## src/rtl/nlm_pkg.sv

```systemverilog
// Shared constants, operation and status codes of the named lock manager.
`default_nettype none
package nlm_pkg;
    localparam int LOCK_ENTRIES_DEF     = 16;
    localparam int WAITERS_PER_LOCK_DEF = 8;
    localparam int CLIENT_BITS_DEF      = 8;
    localparam int KEY_BITS_DEF         = 32;

    // Field widths at the ports
    localparam int OP_W     = 2;
    localparam int CLIENT_W = 8;
    localparam int KEY_W    = 32;
    localparam int STATUS_W = 2;

    localparam logic [OP_W-1:0] OP_ACQUIRE = 2'd0;
    localparam logic [OP_W-1:0] OP_RELEASE = 2'd1;
    localparam logic [OP_W-1:0] OP_GONE    = 2'd2;
    localparam logic [OP_W-1:0] OP_NONE    = 2'd3;

    localparam logic [STATUS_W-1:0] ST_ACQUIRED = 2'd0;
    localparam logic [STATUS_W-1:0] ST_BUSY     = 2'd1;
    localparam logic [STATUS_W-1:0] ST_TBL_FULL = 2'd2;
    localparam logic [STATUS_W-1:0] ST_Q_FULL   = 2'd3;
endpackage
`default_nettype wire

```

## src/rtl/named_lock_manager_fifo_unit.sv

```systemverilog
// Named lock manager: lock table scan, FIFO waiter queues and result sequencer.
// One request is handled at a time. Lookup walks the lock table one entry
// at a time (memory read, then compare); a waiter search reads and compares
// the queue slots in turn, and dropping a waiter reads each later slot and
// writes it one slot nearer the head. Client-gone always walks the whole
// table and performs each handoff on the way. Each status word waits in an
// output register while the next request is taken; tlast marks the final
// word caused by a request. Every request must be tagged with an operation
// in tuser; code 3 is swallowed without a word. No clearing pass is needed
// after reset.
`default_nettype none
module named_lock_manager_fifo_unit #(
    parameter int LOCK_ENTRIES     = nlm_pkg::LOCK_ENTRIES_DEF,
    parameter int WAITERS_PER_LOCK = nlm_pkg::WAITERS_PER_LOCK_DEF,
    parameter int CLIENT_BITS      = nlm_pkg::CLIENT_BITS_DEF,
    parameter int KEY_BITS         = nlm_pkg::KEY_BITS_DEF
) (
    input  wire logic        i_clk,
    input  wire logic        i_rst_n,
    input  wire logic        s_axis_tvalid,
    output logic             s_axis_tready,
    input  wire logic [47:0] s_axis_tdata,  // client_id, lock_key, nonblocking
    input  wire logic [1:0]  s_axis_tuser,  // operation
    output logic             m_axis_tvalid,
    input  wire logic        m_axis_tready,
    output logic [39:0]      m_axis_tdata,  // notify_client, notify_key
    output logic [1:0]       m_axis_tuser,  // status
    output logic             m_axis_tlast   // last
);
    localparam int CB   = (CLIENT_BITS < nlm_pkg::CLIENT_W) ? CLIENT_BITS : nlm_pkg::CLIENT_W;
    localparam int KB   = (KEY_BITS < nlm_pkg::KEY_W) ? KEY_BITS : nlm_pkg::KEY_W;
    localparam int EW   = (LOCK_ENTRIES > 1) ? $clog2(LOCK_ENTRIES) : 1;
    localparam int CW   = $clog2(WAITERS_PER_LOCK + 1);
    localparam int QD   = LOCK_ENTRIES * WAITERS_PER_LOCK;
    localparam int QAW  = (QD > 1) ? $clog2(QD) : 1;
    localparam logic [EW-1:0] LAST_E = EW'(LOCK_ENTRIES - 1);
    localparam logic [CW-1:0] QMAX   = CW'(WAITERS_PER_LOCK);

    localparam logic [3:0] S_IDLE  = 4'd0;
    localparam logic [3:0] S_ERD   = 4'd1;
    localparam logic [3:0] S_ECMP  = 4'd2;
    localparam logic [3:0] S_QRD   = 4'd3;
    localparam logic [3:0] S_QCMP  = 4'd4;
    localparam logic [3:0] S_ADEC  = 4'd5;
    localparam logic [3:0] S_HRD   = 4'd6;
    localparam logic [3:0] S_HEV   = 4'd7;
    localparam logic [3:0] S_SRD   = 4'd8;
    localparam logic [3:0] S_SWR   = 4'd9;
    localparam logic [3:0] S_NEXT  = 4'd10;
    localparam logic [3:0] S_FLUSH = 4'd11;
    localparam logic [3:0] S_FIN   = 4'd12;

    logic [3:0]    r_state, n_state;
    logic [1:0]    r_op, n_op;
    logic [CB-1:0] r_c, n_c;
    logic [KB-1:0] r_key, n_key;
    logic          r_nb, n_nb;
    logic [EW-1:0] r_e, n_e;
    logic [EW-1:0] r_free, n_free;
    logic          r_free_ok, n_free_ok;
    logic [CW-1:0] r_j, n_j;
    logic [KB-1:0] r_ekey, n_ekey;
    logic          r_pend, n_pend;
    logic [CB-1:0] r_pc, n_pc;
    logic [KB-1:0] r_pk, n_pk;
    logic [1:0]    r_ps, n_ps;
    logic          r_valid [LOCK_ENTRIES];
    logic [CW-1:0] r_cnt   [LOCK_ENTRIES];
    logic          r_ov;
    logic [CB-1:0] r_oc;
    logic [KB-1:0] r_ok;
    logic [1:0]    r_os;
    logic          r_ol;

    logic          accept;
    logic          out_free;
    logic          push;
    logic          push_last;
    logic          v_cur;
    logic [CW-1:0] cnt_cur;
    logic [CW:0]   j_inc;
    logic          hit;
    logic [EW-1:0] free_idx;

    // valid and count updates
    logic          set_valid, clr_valid;
    logic [EW-1:0] valid_idx;
    logic          cnt_inc, cnt_dec, cnt_zero;

    logic [KB-1:0] e_rkey;
    logic [CB-1:0] e_rown;
    logic          e_we;
    logic [EW-1:0] e_waddr;
    logic [KB-1:0] e_wkey;
    logic [CB-1:0] e_wown;

    logic [CB-1:0] q_rd;
    logic [CW-1:0] q_rslot, q_wslot;
    logic          q_we;
    logic [CB-1:0] q_wdata;
    logic [QAW-1:0] q_raddr, q_waddr;

    assign s_axis_tready = (r_state == S_IDLE);
    assign accept        = s_axis_tvalid && s_axis_tready;
    assign out_free      = !r_ov || m_axis_tready;
    assign v_cur         = r_valid[r_e];
    assign cnt_cur       = r_cnt[r_e];
    assign j_inc         = {1'b0, r_j} + (CW+1)'(1);
    assign free_idx      = r_free_ok ? r_free : r_e;

    assign q_raddr = QAW'(r_e) * QAW'(WAITERS_PER_LOCK) + QAW'(q_rslot);
    assign q_waddr = QAW'(r_e) * QAW'(WAITERS_PER_LOCK) + QAW'(q_wslot);

    nlm_ent_tbl #(
        .ENTRIES (LOCK_ENTRIES),
        .EW      (EW),
        .KB      (KB),
        .CB      (CB)
    ) u_ent (
        .i_clk      (i_clk),
        .i_rd_addr  (r_e),
        .o_rd_key   (e_rkey),
        .o_rd_owner (e_rown),
        .i_wr_en    (e_we),
        .i_wr_addr  (e_waddr),
        .i_wr_key   (e_wkey),
        .i_wr_owner (e_wown)
    );

    nlm_wait_q #(
        .DEPTH (QD),
        .AW    (QAW),
        .CB    (CB)
    ) u_wq (
        .i_clk     (i_clk),
        .i_rd_addr (q_raddr),
        .o_rd_data (q_rd),
        .i_wr_en   (q_we),
        .i_wr_addr (q_waddr),
        .i_wr_data (q_wdata)
    );

    always_comb begin
        n_state   = r_state;
        n_op      = r_op;
        n_c       = r_c;
        n_key     = r_key;
        n_nb      = r_nb;
        n_e       = r_e;
        n_free    = r_free;
        n_free_ok = r_free_ok;
        n_j       = r_j;
        n_ekey    = r_ekey;
        n_pend    = r_pend;
        n_pc      = r_pc;
        n_pk      = r_pk;
        n_ps      = r_ps;
        push      = 1'b0;
        push_last = 1'b0;
        set_valid = 1'b0;
        clr_valid = 1'b0;
        valid_idx = r_e;
        cnt_inc   = 1'b0;
        cnt_dec   = 1'b0;
        cnt_zero  = 1'b0;
        e_we      = 1'b0;
        e_waddr   = r_e;
        e_wkey    = r_key;
        e_wown    = r_c;
        q_rslot   = r_j;
        q_wslot   = r_j;
        q_we      = 1'b0;
        q_wdata   = r_c;
        hit       = 1'b0;

        unique case (r_state)
            S_IDLE: begin
                if (accept) begin
                    n_op      = s_axis_tuser;
                    n_c       = s_axis_tdata[CB-1:0];
                    n_key     = s_axis_tdata[8 +: KB];
                    n_nb      = s_axis_tdata[40];
                    n_e       = '0;
                    n_free_ok = 1'b0;
                    n_state   = (s_axis_tuser == nlm_pkg::OP_NONE) ? S_IDLE : S_ERD;
                end
            end
            S_ERD: begin
                n_state = S_ECMP;
            end
            S_ECMP: begin
                n_ekey = e_rkey;
                hit = v_cur && ((r_op == nlm_pkg::OP_GONE) ? (e_rown == r_c) : (e_rkey == r_key));
                if (hit) begin
                    if (e_rown == r_c) begin
                        if (r_op == nlm_pkg::OP_ACQUIRE) begin
                            n_state = S_FIN;
                        end else if (cnt_cur != '0) begin
                            n_state = r_pend ? S_FLUSH : S_HRD;
                        end else begin
                            clr_valid = 1'b1;
                            n_state   = S_NEXT;
                        end
                    end else if (cnt_cur == '0) begin
                        n_state = (r_op == nlm_pkg::OP_ACQUIRE) ? S_ADEC : S_FIN;
                    end else begin
                        n_j     = '0;
                        n_state = S_QRD;
                    end
                end else if (r_e == LAST_E) begin
                    if (r_op == nlm_pkg::OP_ACQUIRE) begin
                        n_pend = 1'b1;
                        n_pc   = r_c;
                        n_pk   = r_key;
                        if (r_free_ok || !v_cur) begin
                            // create the lock in the lowest free entry
                            e_we      = 1'b1;
                            e_waddr   = free_idx;
                            set_valid = 1'b1;
                            cnt_zero  = 1'b1;
                            valid_idx = free_idx;
                            n_ps      = nlm_pkg::ST_ACQUIRED;
                        end else begin
                            n_ps = nlm_pkg::ST_TBL_FULL;
                        end
                    end
                    n_state = S_FIN;
                end else begin
                    if (!v_cur && !r_free_ok) begin
                        n_free    = r_e;
                        n_free_ok = 1'b1;
                    end
                    n_e     = r_e + EW'(1);
                    n_state = S_ERD;
                end
            end
            S_QRD: begin
                n_state = S_QCMP;
            end
            S_QCMP: begin
                if (q_rd == r_c) begin
                    // drop from the queue on release, leave as is on acquire
                    n_state = (r_op == nlm_pkg::OP_ACQUIRE) ? S_FIN : S_SRD;
                end else if (j_inc == {1'b0, cnt_cur}) begin
                    n_state = (r_op == nlm_pkg::OP_ACQUIRE) ? S_ADEC : S_FIN;
                end else begin
                    n_j     = j_inc[CW-1:0];
                    n_state = S_QRD;
                end
            end
            S_ADEC: begin
                n_pc = r_c;
                n_pk = r_key;
                if (r_nb) begin
                    n_pend = 1'b1;
                    n_ps   = nlm_pkg::ST_BUSY;
                end else if (cnt_cur >= QMAX) begin
                    n_pend = 1'b1;
                    n_ps   = nlm_pkg::ST_Q_FULL;
                end else begin
                    q_we    = 1'b1;
                    q_wslot = cnt_cur;
                    cnt_inc = 1'b1;
                end
                n_state = S_FIN;
            end
            S_HRD: begin
                q_rslot = '0;
                n_state = S_HEV;
            end
            S_HEV: begin
                // hand the lock to the oldest waiter
                e_we    = 1'b1;
                e_wkey  = r_ekey;
                e_wown  = q_rd;
                n_pend  = 1'b1;
                n_pc    = q_rd;
                n_pk    = r_ekey;
                n_ps    = nlm_pkg::ST_ACQUIRED;
                n_j     = '0;
                n_state = S_SRD;
            end
            S_SRD: begin
                q_rslot = j_inc[CW-1:0];
                if (j_inc < {1'b0, cnt_cur}) begin
                    n_state = S_SWR;
                end else begin
                    cnt_dec = 1'b1;
                    n_state = S_NEXT;
                end
            end
            S_SWR: begin
                q_we    = 1'b1;
                q_wdata = q_rd;
                n_j     = j_inc[CW-1:0];
                n_state = S_SRD;
            end
            S_NEXT: begin
                if (r_op == nlm_pkg::OP_GONE && r_e != LAST_E) begin
                    n_e     = r_e + EW'(1);
                    n_state = S_ERD;
                end else begin
                    n_state = S_FIN;
                end
            end
            S_FLUSH: begin
                if (out_free) begin
                    push    = 1'b1;
                    n_pend  = 1'b0;
                    n_state = S_HRD;
                end
            end
            S_FIN: begin
                if (!r_pend) begin
                    n_state = S_IDLE;
                end else if (out_free) begin
                    push      = 1'b1;
                    push_last = 1'b1;
                    n_pend    = 1'b0;
                    n_state   = S_IDLE;
                end
            end
            default: begin
                n_state = S_IDLE;
            end
        endcase
    end

    always_ff @(posedge i_clk) begin
        if (!i_rst_n) begin
            r_state <= S_IDLE;
            r_pend  <= 1'b0;
            r_ov    <= 1'b0;
            for (int i = 0; i < LOCK_ENTRIES; i++) begin
                r_valid[i] <= 1'b0;
                r_cnt[i]   <= '0;
            end
        end else begin
            r_state <= n_state;
            r_pend  <= n_pend;
            if (push) begin
                r_ov <= 1'b1;
            end else if (m_axis_tready) begin
                r_ov <= 1'b0;
            end
            if (set_valid) begin
                r_valid[valid_idx] <= 1'b1;
            end else if (clr_valid) begin
                r_valid[valid_idx] <= 1'b0;
            end
            if (cnt_zero) begin
                r_cnt[valid_idx] <= '0;
            end else if (cnt_inc) begin
                r_cnt[r_e] <= cnt_cur + CW'(1);
            end else if (cnt_dec) begin
                r_cnt[r_e] <= cnt_cur - CW'(1);
            end
        end
    end

    always_ff @(posedge i_clk) begin
        r_op      <= n_op;
        r_c       <= n_c;
        r_key     <= n_key;
        r_nb      <= n_nb;
        r_e       <= n_e;
        r_free    <= n_free;
        r_free_ok <= n_free_ok;
        r_j       <= n_j;
        r_ekey    <= n_ekey;
        r_pc      <= n_pc;
        r_pk      <= n_pk;
        r_ps      <= n_ps;
        if (push) begin
            r_oc <= r_pc;
            r_ok <= r_pk;
            r_os <= r_ps;
            r_ol <= push_last;
        end
    end

    assign m_axis_tvalid = r_ov;
    assign m_axis_tdata  = {32'(r_ok), 8'(r_oc)};
    assign m_axis_tuser  = r_os;
    assign m_axis_tlast  = r_ol;
endmodule
`default_nettype wire

```

## src/rtl/nlm_ent_tbl.sv

```systemverilog
// Lock table memory: key and owner of each entry, registered read.
`default_nettype none
module nlm_ent_tbl #(
    parameter int ENTRIES = nlm_pkg::LOCK_ENTRIES_DEF,
    parameter int EW      = 4,
    parameter int KB      = nlm_pkg::KEY_BITS_DEF,
    parameter int CB      = nlm_pkg::CLIENT_BITS_DEF
) (
    input  wire logic          i_clk,
    input  wire logic [EW-1:0] i_rd_addr,
    output logic      [KB-1:0] o_rd_key,
    output logic      [CB-1:0] o_rd_owner,
    input  wire logic          i_wr_en,
    input  wire logic [EW-1:0] i_wr_addr,
    input  wire logic [KB-1:0] i_wr_key,
    input  wire logic [CB-1:0] i_wr_owner
);
    logic [KB+CB-1:0] mem [ENTRIES];
    logic [KB+CB-1:0] r_rd;

    always_ff @(posedge i_clk) begin
        if (i_wr_en) begin
            mem[i_wr_addr] <= {i_wr_key, i_wr_owner};
        end
        r_rd <= mem[i_rd_addr];
    end

    assign o_rd_key   = r_rd[KB+CB-1:CB];
    assign o_rd_owner = r_rd[CB-1:0];
endmodule
`default_nettype wire

```

## src/rtl/nlm_wait_q.sv

```systemverilog
// Waiter queue memory: one slot row per lock entry, registered read.
`default_nettype none
module nlm_wait_q #(
    parameter int DEPTH = 128,
    parameter int AW    = 7,
    parameter int CB    = nlm_pkg::CLIENT_BITS_DEF
) (
    input  wire logic          i_clk,
    input  wire logic [AW-1:0] i_rd_addr,
    output logic      [CB-1:0] o_rd_data,
    input  wire logic          i_wr_en,
    input  wire logic [AW-1:0] i_wr_addr,
    input  wire logic [CB-1:0] i_wr_data
);
    logic [CB-1:0] mem [DEPTH];
    logic [CB-1:0] r_rd;

    always_ff @(posedge i_clk) begin
        if (i_wr_en) begin
            mem[i_wr_addr] <= i_wr_data;
        end
        r_rd <= mem[i_rd_addr];
    end

    assign o_rd_data = r_rd;
endmodule
`default_nettype wire

```

## config.mk

```make
export PLATFORM = sky130hd
export DESIGN_NAME = named_lock_manager_fifo_unit
export DESIGN_NICKNAME = d
export VERILOG_FILES = /design/src/rtl/nlm_pkg.sv /design/src/rtl/named_lock_manager_fifo_unit.sv /design/src/rtl/nlm_ent_tbl.sv /design/src/rtl/nlm_wait_q.sv
export SDC_FILE = /design/constraint.sdc
export NUM_CORES = 2
export LEC_CHECK = 0
export ABC_AREA = 1
export BUFFER_PORTS_ARGS = -buffer_cell sky130_fd_sc_hd__buf_2
export CAP_MARGIN = 0
export CORE_ASPECT_RATIO = 1.75
export CORE_MARGIN = 2
export CORE_UTILIZATION = 64
export CTS_CLUSTER_SIZE = 14
export DETAILED_ROUTE_END_ITERATION = 16
export HOLD_SLACK_MARGIN = 0.08
export PLACE_DENSITY = 0.8
export SYNTH_ARGS = -nofsm -noshare
export SYNTH_HDL_FRONTEND = slang
export SYNTH_SLANG_ARGS = --single-unit
export TNS_END_PERCENT = 50
```

## constraint.sdc

```tcl
create_clock -name i_clk -period 22.3 [get_ports i_clk]
set_input_delay 1.115 -clock i_clk [delete_from_list [all_inputs] [get_ports i_clk]]
set_output_delay 1.115 -clock i_clk [all_outputs]
set_load 0.1 [all_outputs]
```

==> results_dict.tcl <==
set metrics [dict create \
    place_hpwl_microns 119400 \
    avgSynthCellArea_sq_um 11.69 \
    cts_tree "built" \
    gr-total-overflow 0 \
    fillers 8151 \
    wl_per_cell_microns 23.95 \
    drv_cap 0 \
    critical_path.max_fanout 78 \
    dp.cells 8406 \
    ys_async_sr_fraction_pct 0 \
    rows 173 \
    synth_top_area_share_pct 70.17 \
    synth.distinct_cells 46 \
    timing.fmax_mhz 164.1 \
    grt_start_max_net_pins 183 \
    setup-violations-final 0 \
    critical_path_class "register to register" \
    vias_per_cell 6.170 \
    slew_headroom_pct 5.550 \
    finalInstanceArea_sq_um 87900 \
    p_per_area_nw_per_um2 94.85 \
    period_share_pct 27.33 \
    drc_errors 0 \
    dr.pass1.iters 7 \
    crit_path_cell_trace "inv_1, nor2_1, nand2_1, nand2_1, inv_1, a21oi_4, buf_4, buf_4, buf_4, buf_4, nand3_1, nand3_1, nand3_1, nand3_1, nand3_1, nand2_1, nand2_1, nand2_1" \
    grt_pass1_vias 52040 \
    crit_arrival_ns 6.80 \
    ctsResizeCount 0 \
    syn_nets 7027 \
    hp-class "register to register" \
    grt_pass1_wl_microns 306100 \
    yosys-top-cells-count "1901 x edfxtp_1, 1652 x nand2_1, 744 x nand3_1" \
    final_nets 6978 \
    place_area_sq_um 83020 \
    slowest_stage "buf_4" \
    fin_tns_setup_ns 0 \
    drtIter0Drc 6966 \
    die_h_microns 475.6 \
    pin_count 99 \
    netlist_top_cells_area "edfxtp_1 70%, nand2_1 7.6%, nand3_1 4.6%" \
    post_cts_buffers 0 \
    insertion_delay_ns 0.80 \
    gp_congestion 0.9450 \
    final.setup_skew_ns 0.03805 \
    areaGrowthSynthToFinish_pct 8.050 \
    dieArea_sq_um 130100 \
    synth_edf_count 1901 \
    antenna_found_initial 27 \
    core_area_sq_um 126600 \
    synth_sequential_area_ratio_pct 71.99 \
    critPathMaxStageDelay_ns 0.97 \
    tightest_slew_ns 1.417 \
    ys.flop_type "edfxtp_1" \
    finalMaxSlewViolations 0 \
    io_buffers 91 \
    yosys.area.top_type "edfxtp_1" \
    cts_root_buf "clkbuf_16" \
    netlist_instances 6960 \
    required_ns 23.01 \
    cts_sinks 1975 \
    numCtsBuffers 165 \
    cts.clk_slew.worst_paths_ns 0.07 \
    p_leak_nw 32.02 \
    netlist_area_sq_um 81350 \
    min_period_ns 6.094 \
    cp-start-kind "register" \
    yosysMostFrequentCell "edfxtp_1" \
    synth.ff_latch_count 1975 \
    ant_nets 0 \
    final-instance-count-excl-fill 8698 \
    drive_gt1_share_pct 7.154 \
    die_w_microns 273.5 \
    cts_max_path_buffers 3 \
    start_util_pct 64.25 \
    status "completed" \
    vdd_drop_max_v 0.00009252 \
    vias 53670 \
    rsz0062_at_grt "no" \
    setup.worst_path.end_class "register" \
    h-tree-depth 4 \
    grt_use_total_pct 32.02 \
    hold_buffers 0 \
    ys_warn_count 0 \
    wl_microns 208300 \
    hold_viol_final 0 \
]
## logic make-up after synthesis
logic type | count (synthesis) | synth area share [%]
mux | 21 | 0.2907
xor+xnor | 41 | 0.4414
buf+inv | 1026 | 5.166
flops | 1975 | 71.99
compound gates | 788 | 6.097
fa+ha+maj | 13 | 0.2092
simple gates | 3096 | 15.81
## layout make-up
type | count | area, sq um | area share (%)
Sequential cell | 1975 | 58570 | 66.63
Inverter | 632 | 2385 | 2.713
Timing Repair Buffer | 178 | 1134 | 1.290
Antenna cell | 19 | 47.55 | 0.05409
Clock buffer | 238 | 4496 | 5.114
Tap cell | 1662 | 2079 | 2.366
Clock inverter | 35 | 334.1 | 0.3800
Multi-Input combinational cell | 3959 | 18860 | 21.46
## critical path: cells and delay by family (launching register included)
family / cells / cell delay, ns
AND/OR/NAND/NOR: 11 / 2.02
AO/OA/AOI/OAI: 1 / 0.16
buffers and inverters: 6 / 3.27
flip-flops: 1 / 0.45
## power by group
group | switching (mW) | total [mW] | internal [mW] | leakage, nW
Combinational | 1.02 | 1.36 | 0.342 | 11.9
Sequential | 0.0782 | 4.31 | 4.23 | 17.8
Clock | 1.25 | 2.67 | 1.41 | 2.33
Total | 2.35 | 8.34 | 5.98 | 32.0
## final timing paths
path	slack, ns	start	end	cells after the start
min reg2reg	0.42	r_pk[18]	r_ok[18]	0
max reg2reg	16.21	r_state[3]	u_wq.o_rd_data[7]	18
min	0.42	r_pk[18]	r_ok[18]	0
max	16.21	r_state[3]	u_wq.o_rd_data[7]	18
## layer usage
| metal | GRT usage [%] | wire [microns] |
|---|---|---|
| met1 | 38.90 | 70330 |
| met3 | 6.534 | 23030 |
| met2 | 52.66 | 101100 |
| met5 | 0 | 121 |
| met4 | 20.04 | 13700 |
## per-stage QoR
step                total power, mW  util [%]  setup slack [ns]  hold WS [ns]
floorplan                     5.246         -             14.94        0.4003
global placement              5.655     65.56             16.58        0.4041
detailed placement            5.696     65.56             16.57        0.4045
CTS                           8.307     69.38             16.47        0.4092
global route                  8.564     69.38             16.04        0.4214
finish                        8.338     69.42             16.21        0.4169
## layout by cell type, fill, tap and decap left out, types with 5 or more instances in the layout
| master | n |
|---|---|
| inv_2 | 14 |
| xor2_1 | 5 |
| inv_1 | 613 |
| nand3_2 | 5 |
| buf_2 | 91 |
| clkbuf_1 | 66 |
| nor3_1 | 24 |
| clkbuf_8 | 5 |
| dfxtp_1 | 74 |
| edfxtp_1 | 1901 |
| nand2_2 | 27 |
| nor2_2 | 10 |
| ha_1 | 11 |
| mux2_2 | 21 |
| nand4_1 | 8 |
| xnor2_1 | 36 |
| o22ai_1 | 95 |
| o21ai_1 | 13 |
| nor3_2 | 19 |
| nand2_1 | 1650 |
| buf_4 | 85 |
| clkbuf_16 | 167 |
| nand2_4 | 5 |
| a21oi_1 | 19 |
| o21ai_4 | 12 |
| nor2_4 | 9 |
| o21ai_0 | 340 |
| o221ai_1 | 66 |
| o211ai_1 | 225 |
| nand3_1 | 744 |
| clkinv_1 | 18 |
| nor2_1 | 586 |
| diode_2 | 19 |
## flip-flops by register name, summed over array words and instances (netlist names), 2 cells and up, named ones only
name	count
r_cnt	64
r_e	4
r_pk	32
u_wq.o_rd_data	8
r_free	4
r_op	2
r_valid	16
r_oc	8
r_pc	8
r_c	8
u_ent.mem	640
r_ekey	32
r_state	4
r_key	32
m_axis_tuser	2
r_ok	32
r_ps	2
u_ent.r_rd	40
u_wq.mem	1024
r_j	4
No activity file was read; power rests on OpenSTA's default activity.
